**src/sv/mvm_pkg.sv**
```systemverilog
// mvm_pkg: shared types and constants of the 4x4 fixed-point matrix-vector multiplier
// no dependencies
`default_nettype none

package mvm_pkg;

  localparam int unsigned N          = 4;
  localparam int unsigned ELEM_W     = 32;
  localparam int unsigned ROW_W      = 2;
  localparam int unsigned PROD_W     = 2 * ELEM_W;
  localparam int unsigned PAIR_W     = PROD_W + 1;
  localparam int unsigned SUM_W      = PROD_W + 2;
  localparam int unsigned FRAC_BITS_DEF = 16;

  localparam logic [ELEM_W-1:0] SAT_MAX = {1'b0, {(ELEM_W-1){1'b1}}};
  localparam logic [ELEM_W-1:0] SAT_MIN = {1'b1, {(ELEM_W-1){1'b0}}};

  typedef enum logic {
    CMD_LOAD = 1'b0,
    CMD_MUL  = 1'b1
  } cmd_t;

  typedef logic [N-1:0][ELEM_W-1:0] row_t;
  typedef row_t [N-1:0]             mat_t;
  typedef logic [N-1:0][SUM_W-1:0]  sums_t;

  typedef struct packed {
    cmd_t                     command;
    logic [ROW_W-1:0]         row_index;
    logic signed [ELEM_W-1:0] elem_0;
    logic signed [ELEM_W-1:0] elem_1;
    logic signed [ELEM_W-1:0] elem_2;
    logic signed [ELEM_W-1:0] elem_3;
  } in_t;

  typedef struct packed {
    logic signed [ELEM_W-1:0] out_0;
    logic signed [ELEM_W-1:0] out_1;
    logic signed [ELEM_W-1:0] out_2;
    logic signed [ELEM_W-1:0] out_3;
    logic                     saturated;
  } out_t;

  // per-stage valid bits of the arithmetic pipe
  typedef struct packed {
    logic v1;
    logic v2;
    logic v3;
  } pipe_vld_t;

  // per-stage load enables of the arithmetic pipe
  typedef struct packed {
    logic rdy1;
    logic rdy2;
    logic rdy3;
  } pipe_rdy_t;

endpackage

`default_nettype wire

```
**src/sv/mvm_sat.sv**
```systemverilog
// mvm_sat: shift, saturate and output register of the four row sums
// depends on mvm_pkg
`default_nettype none

module mvm_sat #(
  parameter int unsigned FRAC_BITS = mvm_pkg::FRAC_BITS_DEF
) (
  input  wire                  clk,
  input  wire                  rst_n,
  input  wire                  load,
  input  wire                  in_vld,
  input  wire  mvm_pkg::sums_t sums,
  output logic                 out_vld,
  output mvm_pkg::out_t        out_data
);

  localparam int unsigned HI_W = mvm_pkg::SUM_W - mvm_pkg::ELEM_W + 1;

  logic signed [mvm_pkg::SUM_W-1:0] sh;
  logic [HI_W-1:0]                  hi;
  logic [mvm_pkg::N-1:0]            clip;
  logic [mvm_pkg::N-1:0][mvm_pkg::ELEM_W-1:0] res;
  mvm_pkg::out_t out_data_r, out_data_nxt;
  logic          out_vld_r;

  always_comb begin
    clip = '0;
    res  = '0;
    sh   = '0;
    hi   = '0;
    for (int r = 0; r < mvm_pkg::N; r++) begin
      sh = $signed(sums[r]) >>> FRAC_BITS;
      hi = sh[mvm_pkg::SUM_W-1:mvm_pkg::ELEM_W-1];
      // bits above the 32-bit sign must all match it
      if (!sh[mvm_pkg::SUM_W-1] && (|hi)) begin
        res[r]  = mvm_pkg::SAT_MAX;
        clip[r] = 1'b1;
      end else if (sh[mvm_pkg::SUM_W-1] && !(&hi)) begin
        res[r]  = mvm_pkg::SAT_MIN;
        clip[r] = 1'b1;
      end else begin
        res[r]  = sh[mvm_pkg::ELEM_W-1:0];
      end
    end
    out_data_nxt.out_0     = res[0];
    out_data_nxt.out_1     = res[1];
    out_data_nxt.out_2     = res[2];
    out_data_nxt.out_3     = res[3];
    out_data_nxt.saturated = |clip;
  end

  always_ff @(posedge clk) begin
    if (load) out_data_r <= out_data_nxt;
  end

  always_ff @(posedge clk) begin
    if (!rst_n) begin
      out_vld_r <= 1'b0;
    end else if (load) begin
      out_vld_r <= in_vld;
    end
  end

  assign out_vld  = out_vld_r;
  assign out_data = out_data_r;

endmodule

`default_nettype wire

```
**config.mk**
```make
export PLATFORM = sky130hd
export DESIGN_NAME = mvm_sat
export DESIGN_NICKNAME = d
export VERILOG_FILES = /design/src/sv/mvm_pkg.sv /design/src/sv/mvm_sat.sv
export SDC_FILE = /design/constraint.sdc
export NUM_CORES = 1
export LEC_CHECK = 0
export BUFFER_PORTS_ARGS = -buffer_cell sky130_fd_sc_hd__clkbuf_2
export CELL_PAD_IN_SITES_DETAIL_PLACEMENT = 1
export CELL_PAD_IN_SITES_GLOBAL_PLACEMENT = 2
export CORE_UTILIZATION = 20
export CTS_CLUSTER_SIZE = 40
export DETAILED_ROUTE_END_ITERATION = 8
export GPL_TIMING_DRIVEN = 0
export PLACE_DENSITY = 0.78
export RECOVER_POWER = 50
export SETUP_SLACK_MARGIN = 0.3
export SLEW_MARGIN = 20
export SYNTH_ARGS = -nofsm -noshare
export SYNTH_HDL_FRONTEND = slang
export SYNTH_SLANG_ARGS = --single-unit
export TNS_END_PERCENT = 5
```
**constraint.sdc**
```tcl
create_clock -name clk -period 2.1 [get_ports clk]
set_clock_uncertainty 0.15 [all_clocks]
set_input_delay 0.42 -clock clk [delete_from_list [all_inputs] [get_ports clk]]
set_output_delay 0.42 -clock clk [all_outputs]
set_load 0.02 [all_outputs]
```
==> flow_summary.html <==
<table>
<tr><th>Metric</th><th>Value</th></tr>
<tr><th colspan="2">Global routing</th></tr>
<tr><td>Number of antenna violations at the first check in global routing</td><td>0</td></tr>
<tr><td>Total Routing Usage GR</td><td>0.134</td></tr>
<tr><td>Number of global-route vias before repair</td><td>5078</td></tr>
<tr><td>Maximum number of pins on one net before global-route repair</td><td>70</td></tr>
<tr><td>Wire length of the first global-routing pass</td><td>28100 um</td></tr>
<tr><td>Total grt overflow</td><td>0</td></tr>
<tr><th colspan="2">STA</th></tr>
<tr><td>Final Hold Slack</td><td>0.0661 ns</td></tr>
<tr><td>Headroom to the max-slew limit</td><td>0.373</td></tr>
<tr><td>Transition time at the pin with the least slew margin</td><td>0.940 ns</td></tr>
<tr><td>Slew Viols, Final</td><td>0</td></tr>
<tr><td>Hold violation total from the final report</td><td>0</td></tr>
<tr><td>Maximum frequency from static timing analysis</td><td>0.522 GHz</td></tr>
<tr><td>Unrepaired setup endpoints after global routing</td><td>yes</td></tr>
<tr><td>Final Setup Violations</td><td>0</td></tr>
<tr><td>Post-layout min period</td><td>1.91 ns</td></tr>
<tr><td>Final critical-path share of the clock period</td><td>0.911</td></tr>
<tr><th colspan="2">Worst setup path</th></tr>
<tr><td>Category of the most critical setup path</td><td>input pin to flop</td></tr>
<tr><td>Kind of end point of the critical path</td><td>flop</td></tr>
<tr><td>Endpoint arrival time on the critical path</td><td>1.93 ns</td></tr>
<tr><td>Critical path cell sequence</td><td>buf_6, or4_4, o41ai_4, buf_4, buf_2, nand2_1</td></tr>
<tr><td>CP delay by family, top</td><td>simple AND/OR/NAND/NOR gates</td></tr>
<tr><td>Top fanout value on the critical path</td><td>5</td></tr>
<tr><td>Worst endpoint required time</td><td>2.11 ns</td></tr>
<tr><td>Worst path buffer plus inverter count</td><td>3</td></tr>
<tr><td>Max stage delay on crit path</td><td>0.55 ns</td></tr>
<tr><td>Slowest-stage cell, CP</td><td>sky130_fd_sc_hd__or4_4</td></tr>
<tr><td>Category of the worst setup path launch point</td><td>input pin</td></tr>
<tr><th colspan="2">Route</th></tr>
<tr><td>DRC violation total after the first TritonRoute iteration</td><td>278</td></tr>
<tr><td>Detailed-route vias per instance</td><td>4.14</td></tr>
<tr><td>Routed wire per std cell</td><td>15.8 um</td></tr>
<tr><td>Residual DRC count</td><td>17</td></tr>
<tr><td>Via Count</td><td>4857</td></tr>
<tr><td>Antenna viol nets, final</td><td>0</td></tr>
<tr><td>Routed WL</td><td>18600 um</td></tr>
<tr><td>First-pass iteration count of the detailed router</td><td>6</td></tr>
<tr><th colspan="2">Power</th></tr>
<tr><td>Switching share of total power</td><td>0.273</td></tr>
<tr><td>Internal Power</td><td>5.22 mW</td></tr>
<tr><td>Logic gate share of total power</td><td>0.144</td></tr>
<tr><td>Worst-case vdd ir drop</td><td>325 uV</td></tr>
<tr><td>Proportion of power drawn by flip-flops and latches</td><td>0.440</td></tr>
<tr><td>Switching Power</td><td>1.96 mW</td></tr>
<tr><td>Clock share of power</td><td>0.416</td></tr>
<tr><td>Pwr dens</td><td>880 nW/um^2</td></tr>
<tr><td>Power, Total</td><td>7.18 mW</td></tr>
<tr><td>P_leak</td><td>3.67 nW</td></tr>
<tr><th colspan="2">Floorplan</th></tr>
<tr><td>Row count</td><td>59</td></tr>
<tr><td>Number of top-level design ports</td><td>398</td></tr>
<tr><td>Die outline area</td><td>27500 um^2</td></tr>
<tr><td>Placeable core region</td><td>26200 um^2</td></tr>
<tr><td>Height of the chip</td><td>166 um</td></tr>
<tr><td>Starting Density</td><td>0.205</td></tr>
<tr><td>Die width</td><td>166 um</td></tr>
<tr><th colspan="2">Layout</th></tr>
<tr><td>Diode count</td><td>0</td></tr>
<tr><td>Fraction of final layout cells sized beyond drive strength 1</td><td>0.415</td></tr>
<tr><td>Seq. cell area</td><td>3890 um^2</td></tr>
<tr><td>Most frequent standard cell in the layout excluding fill and tap cells</td><td>sky130_fd_sc_hd__clkbuf_2</td></tr>
<tr><td>Final Net Count</td><td>1094</td></tr>
<tr><td>Area of combinational cells with multiple inputs</td><td>1430 um^2</td></tr>
<tr><td>Leading cell types in the layout, fill and taps excluded</td><td>sky130_fd_sc_hd__clkbuf_2, sky130_fd_sc_hd__nand2_1, sky130_fd_sc_hd__edfxtp_1, sky130_fd_sc_hd__clkbuf_1, sky130_fd_sc_hd__buf_2</td></tr>
<tr><td>Count of fill cells added during filler insertion</td><td>3086</td></tr>
<tr><td>Layout area overhead</td><td>52.0%</td></tr>
<tr><th colspan="2">Run status</th></tr>
<tr><td>Run status</td><td>complete, but fails checks</td></tr>
<tr><td>Violations in the final reports</td><td>design-rule violations</td></tr>
<tr><th colspan="2">Clock network</th></tr>
<tr><td>Number of sinks driven by the clock tree</td><td>130</td></tr>
<tr><td>Clk slew on worst S/H paths</td><td>0.07 ns</td></tr>
<tr><td>Maximum clock insertion buffer count</td><td>2</td></tr>
<tr><td>Source-to-sink clock delay at the later pin of the worst-skew pair</td><td>0.41 ns</td></tr>
<tr><td>Cell at the root of the clock tree</td><td>sky130_fd_sc_hd__clkbuf_16</td></tr>
<tr><td>CTS buffer count</td><td>17</td></tr>
<tr><td>Clock tree from TritonCTS</td><td>done</td></tr>
<tr><td>Max H-tree Level</td><td>4</td></tr>
<tr><th colspan="2">Yosys</th></tr>
<tr><td>Total standard cell area after synthesis</td><td>5370 um^2</td></tr>
<tr><td>Number of cells produced by synthesis</td><td>467</td></tr>
<tr><td>Count of yosys warnings during synthesis</td><td>0</td></tr>
<tr><td>Netlist cell types</td><td>15</td></tr>
<tr><td>Synth Area per Inst</td><td>11.5 um^2</td></tr>
<tr><td>Post-synth net total</td><td>735</td></tr>
<tr><td>Share of synthesized area occupied by flip-flops and latches</td><td>0.726</td></tr>
<tr><td>Register bit total from synthesis</td><td>130</td></tr>
<tr><th colspan="2">Placement</th></tr>
<tr><td>Detailed placer's ending HPWL</td><td>14400 um</td></tr>
<tr><td>Number of I/O port buffers</td><td>333</td></tr>
<tr><td>Final Wtd Congestion</td><td>0.800</td></tr>
<tr><th colspan="2">Hold path</th></tr>
<tr><td>Worst min path class</td><td>input pin to flop</td></tr>
<tr><th colspan="2">Job</th></tr>
<tr><td>Number of maximum-capacitance constraint violations</td><td>0</td></tr>
</table>
## layer usage
metal | routed length, um | vias to the layer above | global-route usage
li1 | - | 2339 | -
met1 | 7450 | 2324 | 0.154
met2 | 9610 | 175 | 0.237
met3 | 1210 | 19 | 0.0412
met4 | 297 | 0 | 0.0447
met5 | 0 | - | 0
## what timing repair did
action | in CTS | in global routing
hold buffers | 0 | 0
resized for setup | 11 | 18
endpoints found under the setup margin | 121 | 121
pin swaps | 7 | 5
gates cloned | 0 | 2
hold endpoints to repair | 0 | 0
buffers inserted | 4 | 0
## logic make-up (layout without fill, tap and decap cells)
kind of cell,Yosys count,after routing,synth area share
buffers and inverters,32,404,0.0280
and+or+nand+nor,296,296,0.229
AOI/OAI and AO/OA,8,8,0.0159
muxes,1,1,0.00187
DFF,130,130,0.726
## synth_stat cells
library cell,count,area share
sky130_fd_sc_hd__buf_2,24,0.022
sky130_fd_sc_hd__clkbuf_1,4,0.0028
sky130_fd_sc_hd__dfxtp_1,1,0.0037
sky130_fd_sc_hd__edfxtp_1,129,0.72
sky130_fd_sc_hd__inv_1,4,0.0028
sky130_fd_sc_hd__mux2i_1,1,0.0019
sky130_fd_sc_hd__nand2_1,252,0.18
sky130_fd_sc_hd__nand3_1,4,0.0037
sky130_fd_sc_hd__nand4_1,18,0.021
sky130_fd_sc_hd__nor2b_1,1,0.0012
sky130_fd_sc_hd__nor4_1,12,0.014
sky130_fd_sc_hd__o21ai_1,4,0.0037
sky130_fd_sc_hd__o41ai_2,4,0.012
sky130_fd_sc_hd__or2_1,1,0.0012
sky130_fd_sc_hd__or4_1,8,0.011
## power by group through the flow
stage	registers, mW	clock network (mW)	logic, mW
floorplan	3.51	0	0.194
global placement	3.22	0	1.03
detailed placement	3.22	0	1.05
CTS	3.17	3.08	1.07
global route	3.18	3.19	1.12
finish	3.16	2.99	1.03
## flip-flops by register name, summed over array words and instances (netlist names)
signal and cells:
out_vld 1, out_data 129
## path summary, 6_finish.rpt
path / slack (ns) / from / cells after the start / to
max: 0.19 / sums[50] / 6 / out_data[124]
min: 0.07 / rst_n / 2 / out_vld
max reg2reg: 1.35 / out_vld / 2 / out_vld
min reg2reg: 0.38 / out_vld / 2 / out_vld
## cell type report
cell class,count,area share
inverters,4,0.00184
repair buffers,340,0.202
clock buffers,18,0.0526
well taps,335,0.0514
flip-flops and latches,130,0.477
multi-input cells,305,0.175
clock inverters,14,0.0190
plain buffers,28,0.0206
## per-stage QoR
step | util | cell area (um^2) | std cells | setup slack [ns] | TNS (ns)
after floorplan | - | 5410 | 467 | 0.0224 | 0
after global placement | 0.286 | 7500 | 1135 | -1.49 | -225.94
after detailed placement | 0.287 | 7530 | 1136 | -0.547 | -39.28
after CTS | 0.313 | 8210 | 1172 | 0.183 | 0
after global routing | 0.311 | 8160 | 1174 | 0.0984 | 0
final | 0.311 | 8160 | 1174 | 0.186 | 0
No activity file was read; power rests on OpenSTA's default activity.
