--- src/sv/mvm_pkg.sv ---
// mvm_pkg: shared types and constants of the 4x4 fixed-point matrix-vector multiplier
// no dependencies
`default_nettype none

package mvm_pkg;

  localparam int unsigned N          = 4;
  localparam int unsigned ELEM_W     = 32;
  localparam int unsigned ROW_W      = 2;
  localparam int unsigned PROD_W     = 2 * ELEM_W;
  localparam int unsigned PAIR_W     = PROD_W + 1;
  localparam int unsigned SUM_W      = PROD_W + 2;
  localparam int unsigned FRAC_BITS_DEF = 16;

  localparam logic [ELEM_W-1:0] SAT_MAX = {1'b0, {(ELEM_W-1){1'b1}}};
  localparam logic [ELEM_W-1:0] SAT_MIN = {1'b1, {(ELEM_W-1){1'b0}}};

  typedef enum logic {
    CMD_LOAD = 1'b0,
    CMD_MUL  = 1'b1
  } cmd_t;

  typedef logic [N-1:0][ELEM_W-1:0] row_t;
  typedef row_t [N-1:0]             mat_t;
  typedef logic [N-1:0][SUM_W-1:0]  sums_t;

  typedef struct packed {
    cmd_t                     command;
    logic [ROW_W-1:0]         row_index;
    logic signed [ELEM_W-1:0] elem_0;
    logic signed [ELEM_W-1:0] elem_1;
    logic signed [ELEM_W-1:0] elem_2;
    logic signed [ELEM_W-1:0] elem_3;
  } in_t;

  typedef struct packed {
    logic signed [ELEM_W-1:0] out_0;
    logic signed [ELEM_W-1:0] out_1;
    logic signed [ELEM_W-1:0] out_2;
    logic signed [ELEM_W-1:0] out_3;
    logic                     saturated;
  } out_t;

  // per-stage valid bits of the arithmetic pipe
  typedef struct packed {
    logic v1;
    logic v2;
    logic v3;
  } pipe_vld_t;

  // per-stage load enables of the arithmetic pipe
  typedef struct packed {
    logic rdy1;
    logic rdy2;
    logic rdy3;
  } pipe_rdy_t;

endpackage

`default_nettype wire

--- src/sv/mvm_store.sv ---
// mvm_store: 4x4 matrix register file, one row written per load beat
// depends on mvm_pkg
`default_nettype none

module mvm_store (
  input  wire                          clk,
  input  wire                          rst_n,
  input  wire                          wr_en,
  input  wire  [mvm_pkg::ROW_W-1:0]    wr_row,
  input  wire  mvm_pkg::row_t          wr_data,
  output mvm_pkg::mat_t                mat
);

  mvm_pkg::mat_t mat_r;

  always_ff @(posedge clk) begin
    if (!rst_n) begin
      mat_r <= '0;
    end else if (wr_en) begin
      mat_r[wr_row] <= wr_data;
    end
  end

  assign mat = mat_r;

endmodule

`default_nettype wire

--- config.mk ---
export PLATFORM = sky130hd
export DESIGN_NAME = mvm_store
export DESIGN_NICKNAME = d
export VERILOG_FILES = /design/src/sv/mvm_pkg.sv /design/src/sv/mvm_store.sv
export SDC_FILE = /design/constraint.sdc
export NUM_CORES = 1
export LEC_CHECK = 0
export BUFFER_PORTS_ARGS = -buffer_cell sky130_fd_sc_hd__clkbuf_2
export CAP_MARGIN = 10
export CORE_AREA = 2 2 248 250
export DETAILED_ROUTE_END_ITERATION = 7
export DIE_AREA = 0 0 250 252
export SLEW_MARGIN = 10
export SYNTH_ARGS = -nofsm -noshare
export SYNTH_HDL_FRONTEND = slang
export SYNTH_SLANG_ARGS = --single-unit
--- constraint.sdc ---
create_clock -name clk -period 1.3 [get_ports clk]
set_input_delay 0.26 -clock clk [delete_from_list [all_inputs] [get_ports clk]]
set_output_delay 0.26 -clock clk [all_outputs]
set_load 0.03 [all_outputs]
==> metrics, run 1 <==
design area=33,500 um2; Mapped Area=18,610 um2; max_cap viols=0; DRT Pass-1 Iters=5; gr usage total=20.00%; status=complete, but fails checks; Clock Path Buffers=3; vias in the first global route=17,180; Final ANT Viol Nets=0; Final period util=104.7%; share of cells above drive strength 1=55.90%; Num CTS Buffers=54; Leakage=0.01625 uW; Nets=2,880; RSZ-0062 raised after global routing=true; Worst Slack Setup Final=-60.80 ps; Post-Synth XOR/XNOR Area=0%; Final Skew=0 ps; Clock Sinks=512; Final Max Tran Viols=0; P_int=28,580 uW; Post-Place Cell Area=23,490 um2; worst-path maximum fanout=2; Largest register FFs=512; PwrDens=1151 nW/um2; die width=250 um; mux share of post-synthesis cell area=27.54%; sequential cell fraction of total power=43.8%; Setup crit start kind=register; failing checks=negative setup slack; top cells by area, synth=dfxtp_1 (55%), mux2i_1 (28%), nand2_1 (13%), buf_2 (1.7%), buf_4 (1.7%); slowest stage delay, CP=380 ps; endpoints failing setup=508; Synth Area in Simple Gates=13.08%; Switching Share=25.91%; sequential area share after synthesis=55.08%; num ports=645; Worst-Margin Slew=337.4 ps; clock tree from TritonCTS=yes; core area=60,130 um2; Core Util, Final=55.71%; Port Buffers=644; Crit path max-delay family=flip-flops; vias per inst=4.732; Final Hold Fails=0; post-synthesis compound-gate area fraction=0%; synth-to-layout area growth=80.01%; Avg Inst Size Synth=10.37 um2; Worst-path clk slew=60 ps; final HPWL from detailed placement=44,640 um; 1st-iter DRT viols=775; final hold slack=19.52 ps; Mapped Nets=1,928; WL/cell=20.07 um; routed wire length=71,690 um; largest net degree at the start of global routing=50; Initial Utilization=30.95%; FMAX=0.7349 GHz; first-pass GRT wire length=99,720 um; clock latency reported for the late side of the worst-skew pair=590 ps; Critical-path top delay cell=dfxtp_4; Gate Count Post-Synth=1,795; share of the synthesized area in the top cell type=55.08%; largest family of logic cells by synthesized area=multiplexers; Worst Path Buf+Inv=1; TNS Setup=-9709 ps; Gate power share=15.2%; Synth Register Bits=512; GRT overflow=0; Cell Chain, Critical Path=buf_8; WP data required=1040 ps; Die Y=252 um; DIE AREA=63,000 um2; # DRC=0; Setup crit end kind=output port; clock share of power=41.1%; initial antenna violation count=1; Net Switching=9992 uW; GP Congestion=0.8539; Yosys warnings=0; area leader, netlist=dfxtp_1; Relative slew margins=77.48%; minimum clock period=1361 ps; Yosys cell types=10; worst path arrival time=1100 ps; Max VDD drop=869.0 uV; CTS root buffer=clkbuf_16; vias=16,900; Hold Crit Class=in -> reg; adder-cell share of the synthesized area=0%; CP Class=reg -> out; Row Count=90; # H-tree levels=2
==> through the flow <==
stage                     total power [uW]  cells  setup slack (ps)
after floorplan                      19360   1795             232.7
after global placement               20920   3222            -142.1
final                                38570   3572            -60.80
after global routing                 39760   3572            -99.28
after CTS                            37920   3447            -125.5
after detailed placement             20980   3222            -212.5
==> cell type report <==
cell class	instances	area [um2]
multi-input cells	1156	7601
diodes	1	2.502
well taps	782	978.4
clock inverters	15	162.7
fillers	4597	26630
clock buffers	83	1664
repair buffers	1023	12160
flip-flops and latches	512	10930
==> cells in the mapped netlist, drive strengths merged <==
library cell	n
nand2	640
clkbuf	11
nand3b	2
nor3b	1
mux2i	512
buf	116
nand3	1
dfxtp	512
==> logic make-up (layout without fill, tap and decap cells) <==
logic type             count (synthesis)  in the layout
other                                  0              1
muxes                                512            512
and+or+nand+nor                      644            644
buffers and inverters                127           1121
DFF                                  512            512
==> layout by cell type (no fill, tap or decap) <==
master	netlist	final
dlygate4sd3_1	0	72
clkinv_2	0	8
bufinv_16	0	3
mux2i_1	512	512
buf_4	41	251
dlymetal6s4s_1	0	1
clkinvlp_4	0	2
clkinv_4	0	1
nand3_4	0	1
buf_12	0	33
clkbuf_2	0	131
nor3b_4	0	1
buf_16	0	9
dfxtp_4	0	14
clkbuf_16	0	67
nand2_2	0	9
buf_6	12	4
clkbuf_8	0	14
buf_8	0	512
diode_2	0	1
dfxtp_2	0	498
nand2_1	640	631
clkbuf_1	11	12
inv_6	0	1
nand3b_1	2	2
==> per-layer routing <==
metal  share of wire (%)  wire length (um)  GRT usage (%)
met3                 8.3              5915          7.119
met1                  36             26080          21.55
met4                 4.6              3326          8.674
met5                   0                 0              0
met2                  51             36370          35.37
==> timing repair <==
item                                     CTS  global route
setup buffers                             58           110
hold endpoints to repair                 229            15
endpoints found under the setup margin   512           660
cloned                                     0            10
gates resized for setup                 1542           544
hold buffers                              69             4
==> final timing paths <==
kind / startpoint / end / slack [ps] / cells past startpoint
max: mat[148] / mat[148] / -60 / 1
min: wr_data[14] / mat[142] / 20 / 3
max reg2reg: mat[71] / mat[71] / 440 / 4
min reg2reg: mat[100] / mat[100] / 470 / 2
==> power groups by stage <==
stage / clock [uW] / sequential [uW] / combinational (uW)
floorplan: 0 / 17900 / 1420
global placement: 0 / 16900 / 4030
finish: 15800 / 16900 / 5840
CTS: 16000 / 16700 / 5160
detailed placement: 0 / 16900 / 4080
global route: 16700 / 16900 / 6090
(Power assumes the default switching activity.)
==> run 2, diff against run 1 <==
--- a/config.mk
+++ b/config.mk
@@ -7,9 +7,12 @@
 export LEC_CHECK = 0
 export BUFFER_PORTS_ARGS = -buffer_cell sky130_fd_sc_hd__clkbuf_2
 export CAP_MARGIN = 10
-export CORE_AREA = 2 2 248 250
+export CELL_PAD_IN_SITES_DETAIL_PLACEMENT = 0
+export CELL_PAD_IN_SITES_GLOBAL_PLACEMENT = 1
+export CORE_AREA = 2 2 249 251
 export DETAILED_ROUTE_END_ITERATION = 7
-export DIE_AREA = 0 0 250 252
+export DIE_AREA = 0 0 251 253
+export PLACE_DENSITY_LB_ADDON = 0.1
 export SLEW_MARGIN = 10
 export SYNTH_ARGS = -nofsm -noshare
 export SYNTH_HDL_FRONTEND = slang
==> metrics, run 2 (synthesis gave the netlist of run 1 again) <==
status=complete, but fails checks; failing checks=negative setup slack; reg2reg path depth=4; # placed instances=3,209; clock tree from TritonCTS=yes; Leakage=0.01590 uW; FMAX=0.7185 GHz; share of cells above drive strength 1=53.74%; Port Buffers=644; Worst-path clk slew=60 ps; initial antenna violation count=1; Core Util, Final=54.16%; core area=61,030 um2; GRT overflow=0; Clock Sinks=512; Largest register FFs=512; num ports=645; FF-to-FF Start=mat[243]; worst r2r dst=mat[243]; slowest stage delay, CP=390 ps; met2 wire len=34,220 um; routed wl met3=5804 um; Setup crit start kind=register; Final Max Tran Viols=0; Clock Path Buffers=3; die width=251 um; first-pass GRT wire length=101,500 um; Nets=2,830; Final Skew=0 ps; worst path arrival time=1130 ps; Final period util=107.1%; max_cap viols=0; Hold Startpoint=wr_data[29]; commonest non-fill, non-tap cell in the layout=nand2_1; vias per inst=4.458; gr usage total=20.88%; Worst Path Buf+Inv=1; RSZ-0062 raised after global routing=true; Cell Chain, Critical Path=buf_8; Crit path max-delay family=flip-flops; instance count on the critical path=1; largest net degree at the start of global routing=64; R2R setup slack=480 ps; synth-to-layout area growth=77.60%; CTS root buffer=clkbuf_16; Worst Slack Setup Final=-91.82 ps; top routing layer used=met4; DRT Pass-1 Iters=5; routed wire length=69,480 um; final HPWL from detailed placement=50,390 um; Row Count=91; minimum clock period=1392 ps; worst-path maximum fanout=2; Relative slew margins=76.25%; DIE AREA=63,500 um2; most frequent cells in the layout=nand2_1 (640), mux2i_1 (512), buf_8 (511); CP endpoint=mat[49]; Critical-path top delay cell=dfxtp_4; WP data required=1040 ps; Final Hold Fails=0; endpoints failing setup=512; Setup crit end kind=output port; # H-tree levels=2; Final ANT Viol Nets=0; WL/cell=19.66 um; final non-filler cell total=3,534; Hold Crit Class=in -> reg; # DRC=0; vias=15,750; CP Class=reg -> out; 1st-iter DRT viols=622; met1 wire length=26,950 um; Die Y=253 um; Worst-Margin Slew=355.2 ps; GP Congestion=0.8193; worst setup path startpoint=mat[49]; Max VDD drop=943.1 uV; clock latency reported for the late side of the worst-skew pair=610 ps; PwrDens=1164 nW/um2; vias in the first global route=16,200; Initial Utilization=30.49%; Num CTS Buffers=57
==> run 2: changes by cell type in the layout (fill, tap and decap cells not counted), sizes merged, moves of 4 or more <==
cell,before,now
dlygate4sd3,72,99
buf,809,738
clkinv,9,13
clkbuf,224,220
==> run 2: layer usage <==
| layer | global-route usage (%) | vias up |
|---|---|---|
| met5 | 0 | - |
| met4 | 7.296 | 0 |
| met3 | 7.360 | 114 |
| met2 | 36.56 | 453 |
| met1 | 23.48 | 7480 |
| li1 | - | 7706 |
==> run 2: repair_timing <==
| action | 4_1_cts | 5_1_grt |
|---|---|---|
| endpoints found under the hold margin | 367 | 0 |
| gates resized for setup | 1540 | 534 |
| endpoints found under the setup margin | 512 | 512 |
| hold buffers | 99 | 0 |
| buffers inserted | 46 | 74 |
==> run 2: worst min path at each step <==
stage,cells past startpoint,end,slack (ps)
floorplan,2,mat[159],460
global placement,2,mat[57],440
detailed placement,2,mat[15],450
CTS,3,mat[413],1
global route,3,mat[253],10
finish,3,mat[413],30
==> run 2: final cells by class <==
type	instances	area, um2
fill	5307	27980
timing repair buffer	970	11670
sequential	512	10960
multi-input combinational	1156	7579
clock buffer	87	1702
tap	790	988.4
clock inverter	18	150.1
antenna	1	2.502
==> run 2: worst reg2reg max path: stages, from the launching register on <==
cell and delay, ps:
dfxtp_2 340, buf_4 120, buf_4 120, nand2_1 50, mux2i_1 70
==> run 2: through the flow <==
| stage | TNS, ps | worst slack [ps] | total power [uW] | hold slack (ps) | instance area [um2] |
|---|---|---|---|---|---|
| 6_report | -19060 | -91.82 | 38470 | 25.17 | 33050 |
| 5_1_grt | -44520 | -126.6 | 39930 | 14.20 | 33050 |
| 4_1_cts | -50940 | -145.5 | 38510 | 1.092 | 31790 |
| 3_5_place_dp | -42970 | -198.0 | 21080 | 446.5 | 23450 |
| 3_3_place_gp | -33870 | -154.8 | 21050 | 442.2 | 23450 |
| 2_1_floorplan | 0 | 232.7 | 19360 | 463.5 | 18610 |
==> run 2: power by group <==
| group | total, uW | leakage (uW) | internal, uW | switching (uW) |
|---|---|---|---|---|
| Clock | 16000 | 0.000921 | 9370 | 6630 |
| Sequential | 16900 | 0.00441 | 16300 | 526 |
| Combinational | 5610 | 0.0106 | 2740 | 2870 |
| Total | 38500 | 0.0159 | 28400 | 10000 |
==> run 3, diff against run 2 <==
--- a/config.mk
+++ b/config.mk
@@ -12,7 +12,7 @@
 export CORE_AREA = 2 2 249 251
 export DETAILED_ROUTE_END_ITERATION = 7
 export DIE_AREA = 0 0 251 253
-export PLACE_DENSITY_LB_ADDON = 0.1
+export PLACE_DENSITY = 0.64
 export SLEW_MARGIN = 10
 export SYNTH_ARGS = -nofsm -noshare
 export SYNTH_HDL_FRONTEND = slang
==> metrics, run 3 (synthesis gave the netlist of run 1 again) <==
Clock Sinks=512; max_cap viols=0; Hold Crit Class=in -> reg; Critical-path top delay cell=dfxtp_2; num ports=645; Final Max Tran Viols=0; RSZ-0062 raised after global routing=true; WL/cell=19.13 um; DIE AREA=63,500 um2; GP Congestion=0.8428; worst-path maximum fanout=2; core area=61,030 um2; status=complete, but fails checks; endpoints failing setup=512; GRT overflow=0; Relative slew margins=79.64%; routed wire length=68,010 um; Initial Utilization=30.49%; 1st-iter DRT viols=622; CTS root buffer=clkbuf_16; commonest non-fill, non-tap cell in the layout=nand2_1; clock latency reported for the late side of the worst-skew pair=610 ps; Largest register FFs=512; TNS Setup=-17,050 ps; Worst Path Buf+Inv=1; Crit path max-delay family=flip-flops; Final period util=105.5%; Worst Slack Setup Final=-71.68 ps; Worst-path clk slew=60 ps; Row Count=91; most frequent cells in the layout=nand2_1 (640), mux2i_1 (512), buf_8 (510); worst path arrival time=1110 ps; gr usage total=20.29%; vias=16,160; Setup crit end kind=output port; Place WS=-170.2 ps; Cell Chain, Critical Path=clkbuf_16; Num CTS Buffers=55; failing checks=negative setup slack; vias in the first global route=16,480; WP data required=1040 ps; minimum clock period=1372 ps; initial antenna violation count=3; Final Skew=0 ps; Final Hold Fails=0; share of cells above drive strength 1=54.97%; Port Buffers=644; multi-input logic area=7579 um2; Diodes inserted=0; clock tree from TritonCTS=yes; PwrDens=1181 nW/um2; DRT Pass-1 Iters=5; # DRC=0; slowest stage delay, CP=350 ps; Die Y=253 um; first-pass GRT wire length=100,000 um; FMAX=0.7290 GHz; final HPWL from detailed placement=48,230 um; Max VDD drop=986.6 uV; # H-tree levels=2; largest net degree at the start of global routing=56; register area=10,920 um2; fill count=5,151; CP Class=reg -> out; die width=251 um; synth-to-layout area growth=78.38%; Leakage=0.01607 uW; Setup crit start kind=register; Nets=2,851; Final ANT Viol Nets=0; vias per inst=4.545; Clock Path Buffers=3; Worst-Margin Slew=304.7 ps
-- run 3: changes by cell type in the layout (fill, tap and decap cells not counted), moves of 5 or more --
cell           previous run  this run
buf_4                   179       225
clkbuf_1                 16        11
clkbuf_8                 12        17
dfxtp_2                 486       500
dfxtp_4                  26        12
dlygate4sd3_1            99        80
-- run 3: repair_timing --
item	in CTS	in global routing
buffers inserted	64	89
resized for setup	1540	520
hold buffers	80	0
endpoints found under the hold margin	284	0
pin swaps	0	0
setup endpoints to repair	512	512
-- run 3: worst paths after layout --
path         startpoint       end  slack, ps  cells after the start
max             mat[42]   mat[42]        -70                      1
min          wr_data[7]  mat[135]         10                      3
max reg2reg     mat[84]   mat[84]        460                      4
min reg2reg    mat[101]  mat[101]        470                      2
-- run 3: final cells by class --
| cell class | count | area share (%) |
|---|---|---|
| clock buffer | 84 | 5.051 |
| clock inverter | 20 | 0.8217 |
| multi-input combinational | 1156 | 22.83 |
| sequential | 512 | 32.90 |
| tap | 790 | 2.978 |
| timing repair buffer | 993 | 35.42 |
-- run 3: layer usage --
metal / track usage [%] / vias up / part of all wire, %
met1: 22.79 / 7748 / 39
met4: 7.075 / 6 / 3.3
met5: 0 / - / 0.059
li1: - / 7767 / -
met3: 7.360 / 120 / 8.1
met2: 35.40 / 517 / 49
-- run 3: where the power goes --
part           internal (uW)  switching (uW)  total (uW)  leakage [uW]
Sequential             16300             525       16900       0.00440
Clock                  10100            6650       16700      0.000969
Combinational           2740            2870        5610        0.0107
Total                  29200           10000       39200        0.0161
-- run 3: stage by stage --
stage / cell area, um2 / util [%] / power [uW] / hold slack, ps / std cells
detailed placement: 23470 / 38.46 / 21040 / 447.8 / 3218
CTS: 31860 / 52.21 / 39030 / 1.974 / 3466
global route: 33200 / 54.39 / 40570 / 10.15 / 3555
global placement: 23470 / 38.46 / 20990 / 441.4 / 3218
finish: 33200 / 54.39 / 39200 / 11.18 / 3555
floorplan: 18610 / - / 19360 / 463.5 / 1795
